### src/rtl/swpd_pkg.sv
// Shared constants and the pixel color decode for the screen word pixel decoder.
`default_nettype none

package swpd_pkg;

  // Register map: word index on the configuration port
  localparam logic [1:0] REG_MODE        = 2'd0;
  localparam logic [1:0] REG_REFRESH_OFF = 2'd1;
  localparam logic [1:0] REG_DEBUG_HOLD  = 2'd2;

  localparam int unsigned PADDR_W = 4;

  // Mode register bits
  localparam int unsigned MODE_BANK_BIT  = 7;
  localparam int unsigned MODE_EIGHT_BIT = 3;
  localparam int unsigned MODE_BLANK_BIT = 1;

  // Start of the upper screen bank
  localparam logic [17:0] BANK_SPLIT = 18'h28000;

  localparam int unsigned PIX_PER_WORD = 8;
  localparam int unsigned PIX_IDX_W    = 3;

  // Per-pixel color bits of one word, bit i is pixel i
  typedef struct packed {
    logic [PIX_PER_WORD-1:0] red;
    logic [PIX_PER_WORD-1:0] green;
    logic [PIX_PER_WORD-1:0] blue;
  } pix_colors_t;

  // Decode the eight pixels of one screen word
  function automatic pix_colors_t decode_colors(input logic [15:0] w, input logic eight,
                                                input logic blank);
    pix_colors_t c;
    int unsigned p2;
    for (int unsigned i = 0; i < PIX_PER_WORD; i++) begin
      p2 = i & 32'hfffffffe;
      if (!eight) begin
        c.green[i] = w[15-i];
        c.red[i]   = w[7-i];
        c.blue[i]  = w[15-i] & w[7-i];
      end else begin
        c.green[i] = w[15-p2];
        c.red[i]   = w[7-p2];
        c.blue[i]  = w[6-p2];
      end
      if (blank) begin
        c.green[i] = 1'b0;
        c.red[i]   = 1'b0;
        c.blue[i]  = 1'b0;
      end
    end
    return c;
  endfunction

endpackage

`default_nettype wire

### src/rtl/screen_word_pixel_decoder.sv
// Screen word pixel decoder: filters screen writes and streams eight pixels per word.
// A kept word passes the input and filter/decode registers, then its eight pixels leave
// the pixel serializer one pixel per cycle on the result port while out_ready allows;
// the serializer takes the next word as its last pixel loads. A dropped word leaves at stage 1.
// Pipeline: input register, filter/decode register, pixel serializer, output register.
// Reset (rst_n low, synchronous): all stages empty, mode/refresh_off/debug_hold = 0.
`default_nettype none

module screen_word_pixel_decoder
  import swpd_pkg::*;
(
  input  wire logic               clk,
  input  wire logic               rst_n,
  // input words
  input  wire logic               in_valid,
  output logic                    in_ready,
  input  wire logic [17:0]        in_write_address,
  input  wire logic [15:0]        in_write_word,
  // pixel results
  output logic                    out_valid,
  input  wire logic               out_ready,
  output logic [8:0]              out_pixel_x,
  output logic [7:0]              out_pixel_y,
  output logic                    out_pixel_red,
  output logic                    out_pixel_green,
  output logic                    out_pixel_blue,
  output logic                    out_pixel_last,
  // configuration
  input  wire logic               psel,
  input  wire logic               penable,
  input  wire logic               pwrite,
  input  wire logic [PADDR_W-1:0] paddr,
  input  wire logic [31:0]        pwdata,
  output logic [31:0]             prdata,
  output logic                    pready
);

  // ---------------- configuration registers ----------------
  logic [7:0] mode_r;
  logic       refresh_off_r;
  logic       debug_hold_r;
  logic [1:0] reg_idx;
  logic       cfg_wr;

  assign pready  = 1'b1;
  assign reg_idx = paddr[PADDR_W-1:2];
  assign cfg_wr  = psel & penable & pwrite & pready;

  always_ff @(posedge clk) begin
    if (!rst_n) begin
      mode_r        <= '0;
      refresh_off_r <= 1'b0;
      debug_hold_r  <= 1'b0;
    end else if (cfg_wr) begin
      unique case (reg_idx)
        REG_MODE:        mode_r        <= pwdata[7:0];
        REG_REFRESH_OFF: refresh_off_r <= pwdata[0];
        REG_DEBUG_HOLD:  debug_hold_r  <= pwdata[0];
        default: ;
      endcase
    end
  end

  // register readback
  always_comb begin
    unique case (reg_idx)
      REG_MODE:        prdata = {24'd0, mode_r};
      REG_REFRESH_OFF: prdata = {31'd0, refresh_off_r};
      REG_DEBUG_HOLD:  prdata = {31'd0, debug_hold_r};
      default:         prdata = '0;
    endcase
  end

  // ---------------- pipeline control ----------------
  logic              s1_v_r, s1_v_nxt;
  logic [17:0]       s1_addr_r;
  logic [15:0]       s1_word_r;

  logic              s2_v_r, s2_v_nxt;
  logic [7:0]        s2_row_r;
  logic [8:0]        s2_xbase_r;
  pix_colors_t       s2_col_r;

  logic              ser_v_r, ser_v_nxt;
  logic [PIX_IDX_W-1:0] cnt_r, cnt_nxt;
  logic [7:0]        ser_row_r;
  logic [8:0]        ser_xbase_r;
  pix_colors_t       ser_col_r;

  logic              out_v_r, out_v_nxt;

  logic in_acc, keep, bank_hi, s1_done, s1_fwd, s2_free, s2_adv;
  logic out_ld, ser_done, ser_free;

  // stage 1 filter: refresh, debugger hold and screen bank
  assign bank_hi = (s1_addr_r >= BANK_SPLIT);
  assign keep    = !refresh_off_r && !debug_hold_r && (mode_r[MODE_BANK_BIT] == bank_hi);

  // handshake chain, back to front
  assign out_ld   = ser_v_r && (!out_v_r || out_ready);
  assign ser_done = out_ld && (cnt_r == PIX_IDX_W'(PIX_PER_WORD - 1));
  assign ser_free = !ser_v_r || ser_done;
  assign s2_adv   = s2_v_r && ser_free;
  assign s2_free  = !s2_v_r || s2_adv;
  assign s1_fwd   = s1_v_r && keep && s2_free;
  assign s1_done  = s1_v_r && (!keep || s2_free);
  assign in_ready = !s1_v_r || s1_done;
  assign in_acc   = in_valid && in_ready;

  always_comb begin
    s1_v_nxt  = in_acc ? 1'b1 : (s1_done ? 1'b0 : s1_v_r);
    s2_v_nxt  = s1_fwd ? 1'b1 : (s2_adv ? 1'b0 : s2_v_r);
    ser_v_nxt = s2_adv ? 1'b1 : (ser_done ? 1'b0 : ser_v_r);
    out_v_nxt = out_ld ? 1'b1 : (out_ready ? 1'b0 : out_v_r);
    if (s2_adv) begin
      cnt_nxt = '0;
    end else if (out_ld) begin
      cnt_nxt = cnt_r + 1'b1;
    end else begin
      cnt_nxt = cnt_r;
    end
  end

  always_ff @(posedge clk) begin
    if (!rst_n) begin
      s1_v_r  <= 1'b0;
      s2_v_r  <= 1'b0;
      ser_v_r <= 1'b0;
      out_v_r <= 1'b0;
      cnt_r   <= '0;
    end else begin
      s1_v_r  <= s1_v_nxt;
      s2_v_r  <= s2_v_nxt;
      ser_v_r <= ser_v_nxt;
      out_v_r <= out_v_nxt;
      cnt_r   <= cnt_nxt;
    end
  end

  // ---------------- datapath ----------------
  // stage 1: input word register
  always_ff @(posedge clk) begin
    if (in_acc) begin
      s1_addr_r <= in_write_address;
      s1_word_r <= in_write_word;
    end
  end

  // stage 2: row, base x and per-pixel colors
  always_ff @(posedge clk) begin
    if (s1_fwd) begin
      s2_row_r   <= s1_addr_r[14:7];
      s2_xbase_r <= {s1_addr_r[6:0], 2'b00};
      s2_col_r   <= decode_colors(s1_word_r, mode_r[MODE_EIGHT_BIT], mode_r[MODE_BLANK_BIT]);
    end
  end

  // stage 3: serializer holds the word while its pixels drain
  always_ff @(posedge clk) begin
    if (s2_adv) begin
      ser_row_r   <= s2_row_r;
      ser_xbase_r <= s2_xbase_r;
      ser_col_r   <= s2_col_r;
    end
  end

  // output register, one pixel of the serialized word per load
  always_ff @(posedge clk) begin
    if (out_ld) begin
      out_pixel_x     <= ser_xbase_r + {6'd0, cnt_r};
      out_pixel_y     <= ser_row_r;
      out_pixel_red   <= ser_col_r.red[cnt_r];
      out_pixel_green <= ser_col_r.green[cnt_r];
      out_pixel_blue  <= ser_col_r.blue[cnt_r];
      out_pixel_last  <= (cnt_r == PIX_IDX_W'(PIX_PER_WORD - 1));
    end
  end

  assign out_valid = out_v_r;

endmodule

`default_nettype wire
### config.mk
export PLATFORM = sky130hd
export DESIGN_NAME = screen_word_pixel_decoder
export DESIGN_NICKNAME = d
export VERILOG_FILES = /design/src/rtl/swpd_pkg.sv /design/src/rtl/screen_word_pixel_decoder.sv
export SDC_FILE = /design/constraint.sdc
export NUM_CORES = 1
export LEC_CHECK = 0
export BUFFER_PORTS_ARGS = -buffer_cell sky130_fd_sc_hd__buf_2
export CORE_AREA = 2 2 115 117
export CTS_CLUSTER_SIZE = 40
export DETAILED_ROUTE_END_ITERATION = 6
export DIE_AREA = 0 0 117 119
export HOLD_SLACK_MARGIN = 0.12
export PLACE_DENSITY = 0.68
export SYNTH_ARGS = -nofsm -noshare
export SYNTH_HDL_FRONTEND = slang
export SYNTH_SLANG_ARGS = --single-unit
### constraint.sdc
create_clock -name clk -period 4.4 [get_ports clk]
set_input_delay 0.22 -clock clk [delete_from_list [all_inputs] [get_ports clk]]
set_output_delay 0.22 -clock clk [all_outputs]
set_load 0.005 [all_outputs]
# Word-level counts from Yosys, hierarchy flattened
# Cells that the tools add are included.
# totals
regBits	150
out_inout_bits	56
# op_classes
n_addsub	2
n_lt_le_gt_ge	2
n_eq_ne	4
muxes	31
bitwise	11
reduce_logical	30
# ops
operator	count
1-bit 2-to-1 mux	27
8-bit one-hot mux with 3 select lines	1
18-bit greater-or-equal comparator (second input constant)	1
1-bit bitwise AND	10
9-bit by 3-bit adder with 9-bit output	1
1-bit binary-select mux with 3-bit select	3
1-bit logical AND	9
2-bit nonzero test	4
1-bit logical NOT	7
2-bit AND reduction	3
1-bit logical OR	5
3-bit by 4-bit less-than comparator with 1-bit output (second input constant)	1
3-bit by 1-bit adder with 3-bit output (second input constant)	1
3-bit == test (second input constant)	1
2-bit by 1-bit == test with 1-bit output (second input constant)	1
2-bit == test (second input constant)	1
2-bit logical NOT	1
2-bit OR reduction	1
1-bit == test	1
1-bit inverter	1

# Longest topological paths before layout
# Gate-level depths: netlist of the first run.
# depth
word_depth	12
depth_mapped	5

# Least setup slack after synthesis of the first run
# OpenSTA, ideal clock, no wires.
# synth_timing
path_type	register to register
start	reg s1_addr_r[16]
end	reg s1_addr_r[0] (enable)
t_arrival_ns	3.422
required_time_ns	3.922
path_slack_ns	0.501
path_stages_with_launch	4
period_less_slack_ns	3.899
path_cell_list	edfxtp_1 > o21ai_0 > mux2_2 > a21boi_0
# synth_between
elab_chain_cells	8
# synth_rtl
item	line_no	text
start, declared	screen_word_pixel_decoder.sv:76	logic [17:0] s1_addr_r;
start signal, assigned	screen_word_pixel_decoder.sv:144	s1_addr_r <= in_write_address;
18-bit greater-or-equal comparator	screen_word_pixel_decoder.sv:96	assign bank_hi = (s1_addr_r >= BANK_SPLIT);
1-bit == test	screen_word_pixel_decoder.sv:97	assign keep = !refresh_off_r && !debug_hold_r && (mode_r[MODE_BANK_BIT] == bank_hi);
1-bit logical AND	screen_word_pixel_decoder.sv:97	
1-bit logical NOT	screen_word_pixel_decoder.sv:106	assign s1_done = s1_v_r && (!keep || s2_free);
1-bit logical OR	screen_word_pixel_decoder.sv:106	
1-bit logical AND	screen_word_pixel_decoder.sv:106	
1-bit logical OR	screen_word_pixel_decoder.sv:107	assign in_ready = !s1_v_r || s1_done;
1-bit logical AND	screen_word_pixel_decoder.sv:108	assign in_acc = in_valid && in_ready;
net in_acc	screen_word_pixel_decoder.sv:92	logic in_acc, keep, bank_hi, s1_done, s1_fwd, s2_free, s2_adv;
# The timed path passes the listed nets, and every way through them passes these cells.
# A chain may end at the register's enable or synchronous reset.

# Final worst setup path of the first run
# layout_timing
start	reg cnt_r[0]
end	out in_ready
# layout_between
elab_chain_cells	8
# layout_rtl
item	line_no	text
start, declared	screen_word_pixel_decoder.sv:85	logic [PIX_IDX_W-1:0] cnt_r, cnt_nxt;
start signal, assigned	screen_word_pixel_decoder.sv:136	cnt_r <= cnt_nxt;
3-bit == test	screen_word_pixel_decoder.sv:101	assign ser_done = out_ld && (cnt_r == PIX_IDX_W'(PIX_PER_WORD - 1));
1-bit logical AND	screen_word_pixel_decoder.sv:101	
1-bit logical OR	screen_word_pixel_decoder.sv:102	assign ser_free = !ser_v_r || ser_done;
1-bit logical AND	screen_word_pixel_decoder.sv:103	assign s2_adv = s2_v_r && ser_free;
1-bit logical OR	screen_word_pixel_decoder.sv:104	assign s2_free = !s2_v_r || s2_adv;
1-bit logical OR	screen_word_pixel_decoder.sv:106	
1-bit logical AND	screen_word_pixel_decoder.sv:106	
1-bit logical OR	screen_word_pixel_decoder.sv:107	
end, declared	screen_word_pixel_decoder.sv:16	output logic in_ready,
# Every way passes these cells.

==> results of run 1 <==
## worst min path at each step
stage	from	to	slack, ps
final	in_valid	s1_v_r	140
after global routing	in_valid	s1_v_r	130
after CTS	in_valid	s1_v_r	120
after detailed placement	in_write_word[3]	s1_word_r[3]	400
after global placement	in_write_address[6]	s1_addr_r[6]	400
after floorplan	in_write_address[0]	s1_addr_r[0]	320
## sequential cells by signal, summed over array words and instances (netlist names), 3 cells and up
signal,cells
cnt_r,3
mode_r,8
out_pixel_x,9
out_pixel_y,8
s1_addr_r,18
s1_word_r,16
s2_col_r,24
s2_row_r,8
s2_xbase_r,7
ser_col_r,24
ser_row_r,8
ser_xbase_r,7
## through the flow
stage	cells	area [sq um]	utilization (%)	power, W
floorplan	354	5700	-	0.00173
global placement	576	6110	47.5	0.00175
detailed placement	576	6110	47.5	0.00176
CTS	651	7150	55.5	0.00324
global route	651	7150	55.5	0.00332
finish	651	7150	55.5	0.00321
## worst reg2reg max path, cell delays in order (launching register included)
cell	delay, ps
dfxtp_1	580
ha_1	220
ha_1	180
a211oi_1	200
a21boi_4	950
## repair_timing
action,4_1_cts,5_1_grt
hold buffers,43,0
endpoints found under the setup margin,0,0
hold endpoints to repair,45,0
gates resized for setup,0,0
## power by group through the flow
stage	clock network, W	logic, W	registers, W
2_1_floorplan	0	0.0000743	0.00165
3_3_place_gp	0	0.0000971	0.00166
3_5_place_dp	0	0.000101	0.00166
4_1_cts	0.00148	0.000131	0.00163
5_1_grt	0.00154	0.000146	0.00163
6_report	0.00145	0.000131	0.00163
## cell families (layout without fill, tap and decap cells)
group	after synthesis	count (layout)	share of synthesized area (%)
flops	150	150	77.2
simple gates	74	74	7.40
compound gates	39	39	4.01
buf+inv	38	159	4.37
mux	19	19	5.22
xor+xnor	5	5	0.780
fa+ha+maj	4	4	0.891
other cells	2	25	0.134
## metal layers
metal | vias to the layer above | global-route usage (%) | wire length, microns
met4 | 0 | 7.94 | 295
met5 | - | 0 | 0
met3 | 30 | 4.48 | 415
li1 | 1469 | - | -
met2 | 91 | 21.7 | 4460
met1 | 1378 | 16.4 | 3600
## cell usage in the layout, fill, tap and decap left out, types with 4 or more instances in the layout
master           n
o21ai_0         14
nor3b_1          4
edfxtp_1       133
mux2_2           4
nor2_1          14
mux4_1           6
and2_1           8
conb_1          25
buf_2           81
nand3b_1         4
nand3_1         15
nand2_1          7
ha_1             4
a21oi_1         16
dlygate4sd3_1   43
clkbuf_16       17
nor2b_1         10
mux2i_1          9
dfxtp_1         17
## area by class of cell
cell class	instances	area, sq um	share of cell area, %
Clock buffer	18	429	6.00
Clock inverter	14	175	2.45
Inverter	3	11.3	0.158
Multi-Input combinational cell	166	1140	16.0
Sequential cell	150	4330	60.6
Tap cell	176	220	3.08
Timing Repair Buffer	124	836	11.7
==> reports/qor.yml, run 1 <==
sta:
  fin_crit_sh_pct: 59.1
  max_freq_mhz: 385
  timing.hold.ws_ps: 139
  fin_ws_ps: 1800
  period_needed_ps: 2600
  skew_ps: 12.1
  worstMarginPinSlew_ps: 1150
  setup_viol: 0
  grt_setup_unrepaired: "no"
  slew_violations: 0
  hold_violations: 0
  slew_headroom_pct: 23.2
  final.setup.tns_ps: 0
layout:
  layout-drive-gt1-share_pct: 26.1
  fin_nets: 543
  antennaDiodeCount: 0
  fillCellCount: 1018
  area_growth_pct: 27.3
cts:
  numCtsBuffers: 17
  htreeDepth: 4
  cts-root-buf: "clkbuf_16"
  cts_tree: "built"
  cts_buffer_depth: 2
  path_clk_slew_ps: 60
  clock_latency_ps: 420
  cts_sinks: 150
  postCtsSetupBuffers: 0
global_route:
  grt_max_degree: 40
  overflow: 0
  grt_use_total_pct: 13.7
  grt_first_pass_wirelength_microns: 14200
  antenna_found_initial: 0
  grt_pass1_vias: 2942
synth:
  ys_top_cells_by_area: "edfxtp_1 71%, dfxtp_1 6.1%, buf_4 3.3%, mux4_1 2.8%, mux2i_1 1.6%"
  synth_top_area_share_pct: 71.1
  async_flop_share_pct: 0
  synth_flop_cell: "edfxtp_1"
  synth_warnings: 0
  synth_edf_count: 133
  synth_cells: 331
  yosysUniqueCellTypes: 39
  ys_seq_elements: 150
  netlist_area_sq_um: 5610
  ys_seq_area_share_pct: 77.2
  postSynthAreaPerCell_sq_um: 17.0
  yosysMostFrequentCell: "edfxtp_1"
  yosysTopAreaCell: "edfxtp_1"
  synth_commonest_cells: "133 x edfxtp_1, 25 x buf_4, 17 x dfxtp_1"
min_path:
  min_path_cells: 3
  hold_class: "primary input to register"
critical_path:
  crit_arrival_ps: 2380
  cp.depth: 5
  r2r_cells: 4
  cp_slowest_stage_delay_ps: 730
  r2r_end: "s1_addr_r[0]"
  cp-startpoint: "cnt_r[0]"
  worst-path-buf-inv: 1
  worst-setup-path-type: "register to primary output"
  regToRegSetupSlack_ps: 1840
  r2r_start: "cnt_r[0]"
  crit_slowest_cell: "a211oi_1"
  crit_fanout: 10
  worstSetupEndpointType: "primary output"
  critPathRequiredTime_ps: 4180
  worstSetupStartpointType: "register"
  worstPathCellList: "ha_1 > ha_1 > a211oi_1 > nand2_1 > buf_2"
  path_delay_family: "compound AO/OA/AOI/OAI gates"
  crit_end: "in_ready"
  crit_path_frequent_cell: "ha_1"
place:
  hpwl_microns: 5410
  port_buffers: 81
  gp_congestion: 0.781
  place_worst_setup_slack_ps: 1730
die:
  die_w_microns: 117
  dieArea_sq_um: 13900
  die_y_microns: 119
  coreArea_sq_um: 12900
  rows: 42
  start_util_pct: 43.6
  ios: 133
run_status:
  status: "finished clean"
power_and_ir_drop:
  irDropWorstVdd_mv: 0.292
  p_int_w: 0.00257
  power_frac_clock_pct: 45.2
  power.switching_w: 0.000642
  p_per_area_nw_per_um2: 449
  leakagePower_nw: 2.61
  pwr-share-comb_pct: 4.1
  switching_share_pct: 20.0
  seqPwrFrac_pct: 50.7
route:
  drtPass1Iterations: 4
  drc: 0
  drtIter0Drc: 155
  routed_wl_microns: 8770
  drtAntennaViolNets: 0
  viasPerCell: 4.56
  wire_per_inst_microns: 13.5
  num_vias: 2968
run:
  cap_viol_max_count: 0
Power figures use the tool's default switching activity.
==> run 2, diff against run 1 <==
--- a/config.mk
+++ b/config.mk
@@ -11,7 +11,7 @@
 export DETAILED_ROUTE_END_ITERATION = 6
 export DIE_AREA = 0 0 117 119
 export HOLD_SLACK_MARGIN = 0.12
-export PLACE_DENSITY = 0.68
+export PLACE_DENSITY = 0.71
 export SYNTH_ARGS = -nofsm -noshare
 export SYNTH_HDL_FRONTEND = slang
 export SYNTH_SLANG_ARGS = --single-unit
==> constraint.sdc (replaced) <==
create_clock -name clk -period 2.2 [get_ports clk]
set_input_delay 0.11 -clock clk [delete_from_list [all_inputs] [get_ports clk]]
set_output_delay 0.11 -clock clk [all_outputs]
set_load 0.005 [all_outputs]
==> run 2 against run 1 <==
Effect of this change:
- via count rose by 3.8%
- first-iteration DRC count fell by 11%
- count of clock-buffer cells in the layout stayed put
- largest cell class unchanged
- global-route usage rose by 0.38 points
- critical path depth up 1
- critical path type unchanged
- setup slack lost 1500 ps
- register-to-register slack worse by 1400 ps
- cell area rose by 2.9%
- combinational power is 120% higher
- clock power is 130% higher
- clock skew hardly changed
==> reports/qor.yml, run 2 (same netlist as run 1, synthesis figures left out) <==
cts:
  cts_buffer_depth: 2  # unchanged
  path_clk_slew_ps: 60  # about the same
  cts_tree: "built"
  htreeDepth: 4  # unchanged
  cts-root-buf: "clkbuf_16"
  cts_sinks: 150  # unchanged
  clock_latency_ps: 410  # about the same
  postCtsSetupBuffers: 0  # unchanged
  numCtsBuffers: 17  # unchanged
route:
  drtIter0Drc: 138  # -11%
  viasPerCell: 4.66  # +2.1%
  num_vias: 3082  # +3.8%
  routed_wl_microns: 9120  # +4.0%
  drtPass1Iterations: 4  # unchanged
  wire_per_inst_microns: 13.8  # +2.3%
  drc: 0  # unchanged
  drtAntennaViolNets: 0  # unchanged
global_route:
  overflow: 0  # unchanged
  grt_max_degree: 40  # unchanged
  antenna_found_initial: 0  # unchanged
  grt_pass1_vias: 3145  # +6.9%
  grt_use_total_pct: 14.1  # +0.38 points
  grt_first_pass_wirelength_microns: 14800  # +4.6%
power_and_ir_drop:
  power.switching_w: 0.00124  # +93%
  total_power_w: 0.00684  # +110%
  leakagePower_nw: 2.72  # +4.3%
  seqPwrFrac_pct: 47.6  # -3.1 points
  switching_share_pct: 18.1  # -1.8 points
  power_frac_clock_pct: 48.3  # +3.1 points
  pwr-share-comb_pct: 4.2  # about the same
  irDropWorstVdd_mv: 0.472  # +62%
  p_int_w: 0.00560  # +120%
  p_per_area_nw_per_um2: 930  # +110%
sta:
  skew_ps: 12.1  # -0.0375 ps
  final.setup.tns_ps: 0  # unchanged
  period_needed_ps: 1880
  slew_violations: 0  # unchanged
  fin_crit_sh_pct: 85.6
  hold_violations: 0  # unchanged
  slew_headroom_pct: 25.4  # +2.3 points
  worstMarginPinSlew_ps: 1120  # -32.2 ps
  setup_viol: 0  # unchanged
  grt_setup_unrepaired: "no"
  max_freq_mhz: 531
die:
  rows: 42  # unchanged
  start_util_pct: 43.6  # unchanged
  dieArea_sq_um: 13900  # unchanged
  coreArea_sq_um: 12900  # unchanged
  die_w_microns: 117  # unchanged
  die_y_microns: 119  # unchanged
  ios: 133  # unchanged
critical_path:
  worstSetupEndpointType: "primary output"
  cp-startpoint: "cnt_r[0]"
  r2r_cells: 4  # unchanged
  critPathRequiredTime_ps: 2090  # -2090 ps
  crit_arrival_ps: 1770  # -610 ps
  regToRegSetupSlack_ps: 400  # -1440 ps
  crit_end: "in_ready"
  worstSetupStartpointType: "register"
  worst-setup-path-type: "register to primary output"
  r2r_start: "cnt_r[0]"
  r2r_end: "ser_col_r[8]"
  crit_fanout: 5  # -5
place:
  hpwl_microns: 5460  # +0.98%
  gp_congestion: 0.766  # -2.0%
  port_buffers: 81  # unchanged
layout:
  layout_common_cells: "133 x edfxtp_1, 81 x buf_2, 48 x dlygate4sd3_1"
  final_common_cell: "edfxtp_1"
  top_regs: "s2_col_r (24), ser_col_r (24), s1_addr_r (18)"
  area_growth_pct: 31.1
  seq_area_sq_um: 4330  # unchanged
  fillCellCount: 959  # -5.8%
  antennaDiodeCount: 0  # unchanged
  multi_input_area_sq_um: 1140  # +0.11%
  fin_nets: 556  # +2.4%
  layout-drive-gt1-share_pct: 26.5  # +0.44 points
run_status:
  status: "finished clean"
run:
  cap_viol_max_count: 0  # unchanged
min_path:
  hold_class: "primary input to register"
-- run 2: changes by cell type in the layout (fill, tap and decap cells not counted) --
cell	before	now
and2_4	0	1
clkinv_1	0	1
clkinv_4	3	1
clkinvlp_4	3	0
buf_4	0	6
dlygate4sd3_1	43	48
clkinv_2	2	0
bufinv_16	3	7
buf_12	0	2
and2_2	1	0
-- run 2: cell type report --
cell class	count	area share (%)
clock buffer	18	5.83
clock inverter	12	3.38
inverter	3	0.153
timing repair buffer	137	13.2
multi-input combinational	166	15.6
tap	176	2.99
sequential	150	58.9
-- run 2: how the worst min path moves through the flow --
stage	end	start	depth (start not counted)	slack, ps
6_report	mode_r[2]	penable	4	310
5_1_grt	mode_r[2]	penable	4	350
4_1_cts	mode_r[5]	penable	4	270
3_5_place_dp	s1_word_r[7]	in_write_word[7]	1	290
3_3_place_gp	s1_addr_r[8]	in_write_address[8]	1	290
2_1_floorplan	s1_addr_r[0]	in_write_address[0]	0	210
-- run 2: stage by stage --
| step | utilization [%] | hold WS (ps) | instance area [sq um] | setup slack, ps | instances |
|---|---|---|---|---|---|
| global route | 57.2 | 345 | 7360 | 198 | 662 |
| detailed placement | 48.2 | 288 | 6200 | 130 | 584 |
| global placement | 48.2 | 287 | 6200 | 265 | 584 |
| floorplan | - | 209 | 5720 | 3.99 | 354 |
| finish | 57.2 | 308 | 7360 | 316 | 662 |
| CTS | 57.2 | 268 | 7360 | 121 | 662 |
-- run 2: per-layer routing --
metal | GRT usage, % | share of wire, % | vias up
li1 | - | - | 1493
met1 | 16.2 | 41 | 1463
met2 | 24.1 | 53 | 112
met3 | 4.63 | 4.5 | 14
met4 | 5.81 | 1.7 | 0
met5 | 0 | 0 | -
-- run 2: power groups by stage --
stage               Clock (W)  Combinational [W]  Sequential, W
global placement            0           0.000208        0.00331
finish                0.00330           0.000286        0.00325
floorplan                   0           0.000152        0.00330
global route          0.00349           0.000318        0.00326
detailed placement          0           0.000217        0.00331
CTS                   0.00336           0.000284        0.00325
-- run 2: critical path: stages (launching register included) --
cell      delay [ps]
dfxtp_1          320
ha_1             200
ha_1             220
a211oi_1         240
buf_4            200
nand2_1           70
buf_2            130
-- run 2: repair_timing --
item / CTS / global route
hold endpoints to repair: 47 / 0
hold buffers: 48 / 0
gates resized for setup: 0 / 1
endpoints found under the setup margin: 0 / 28
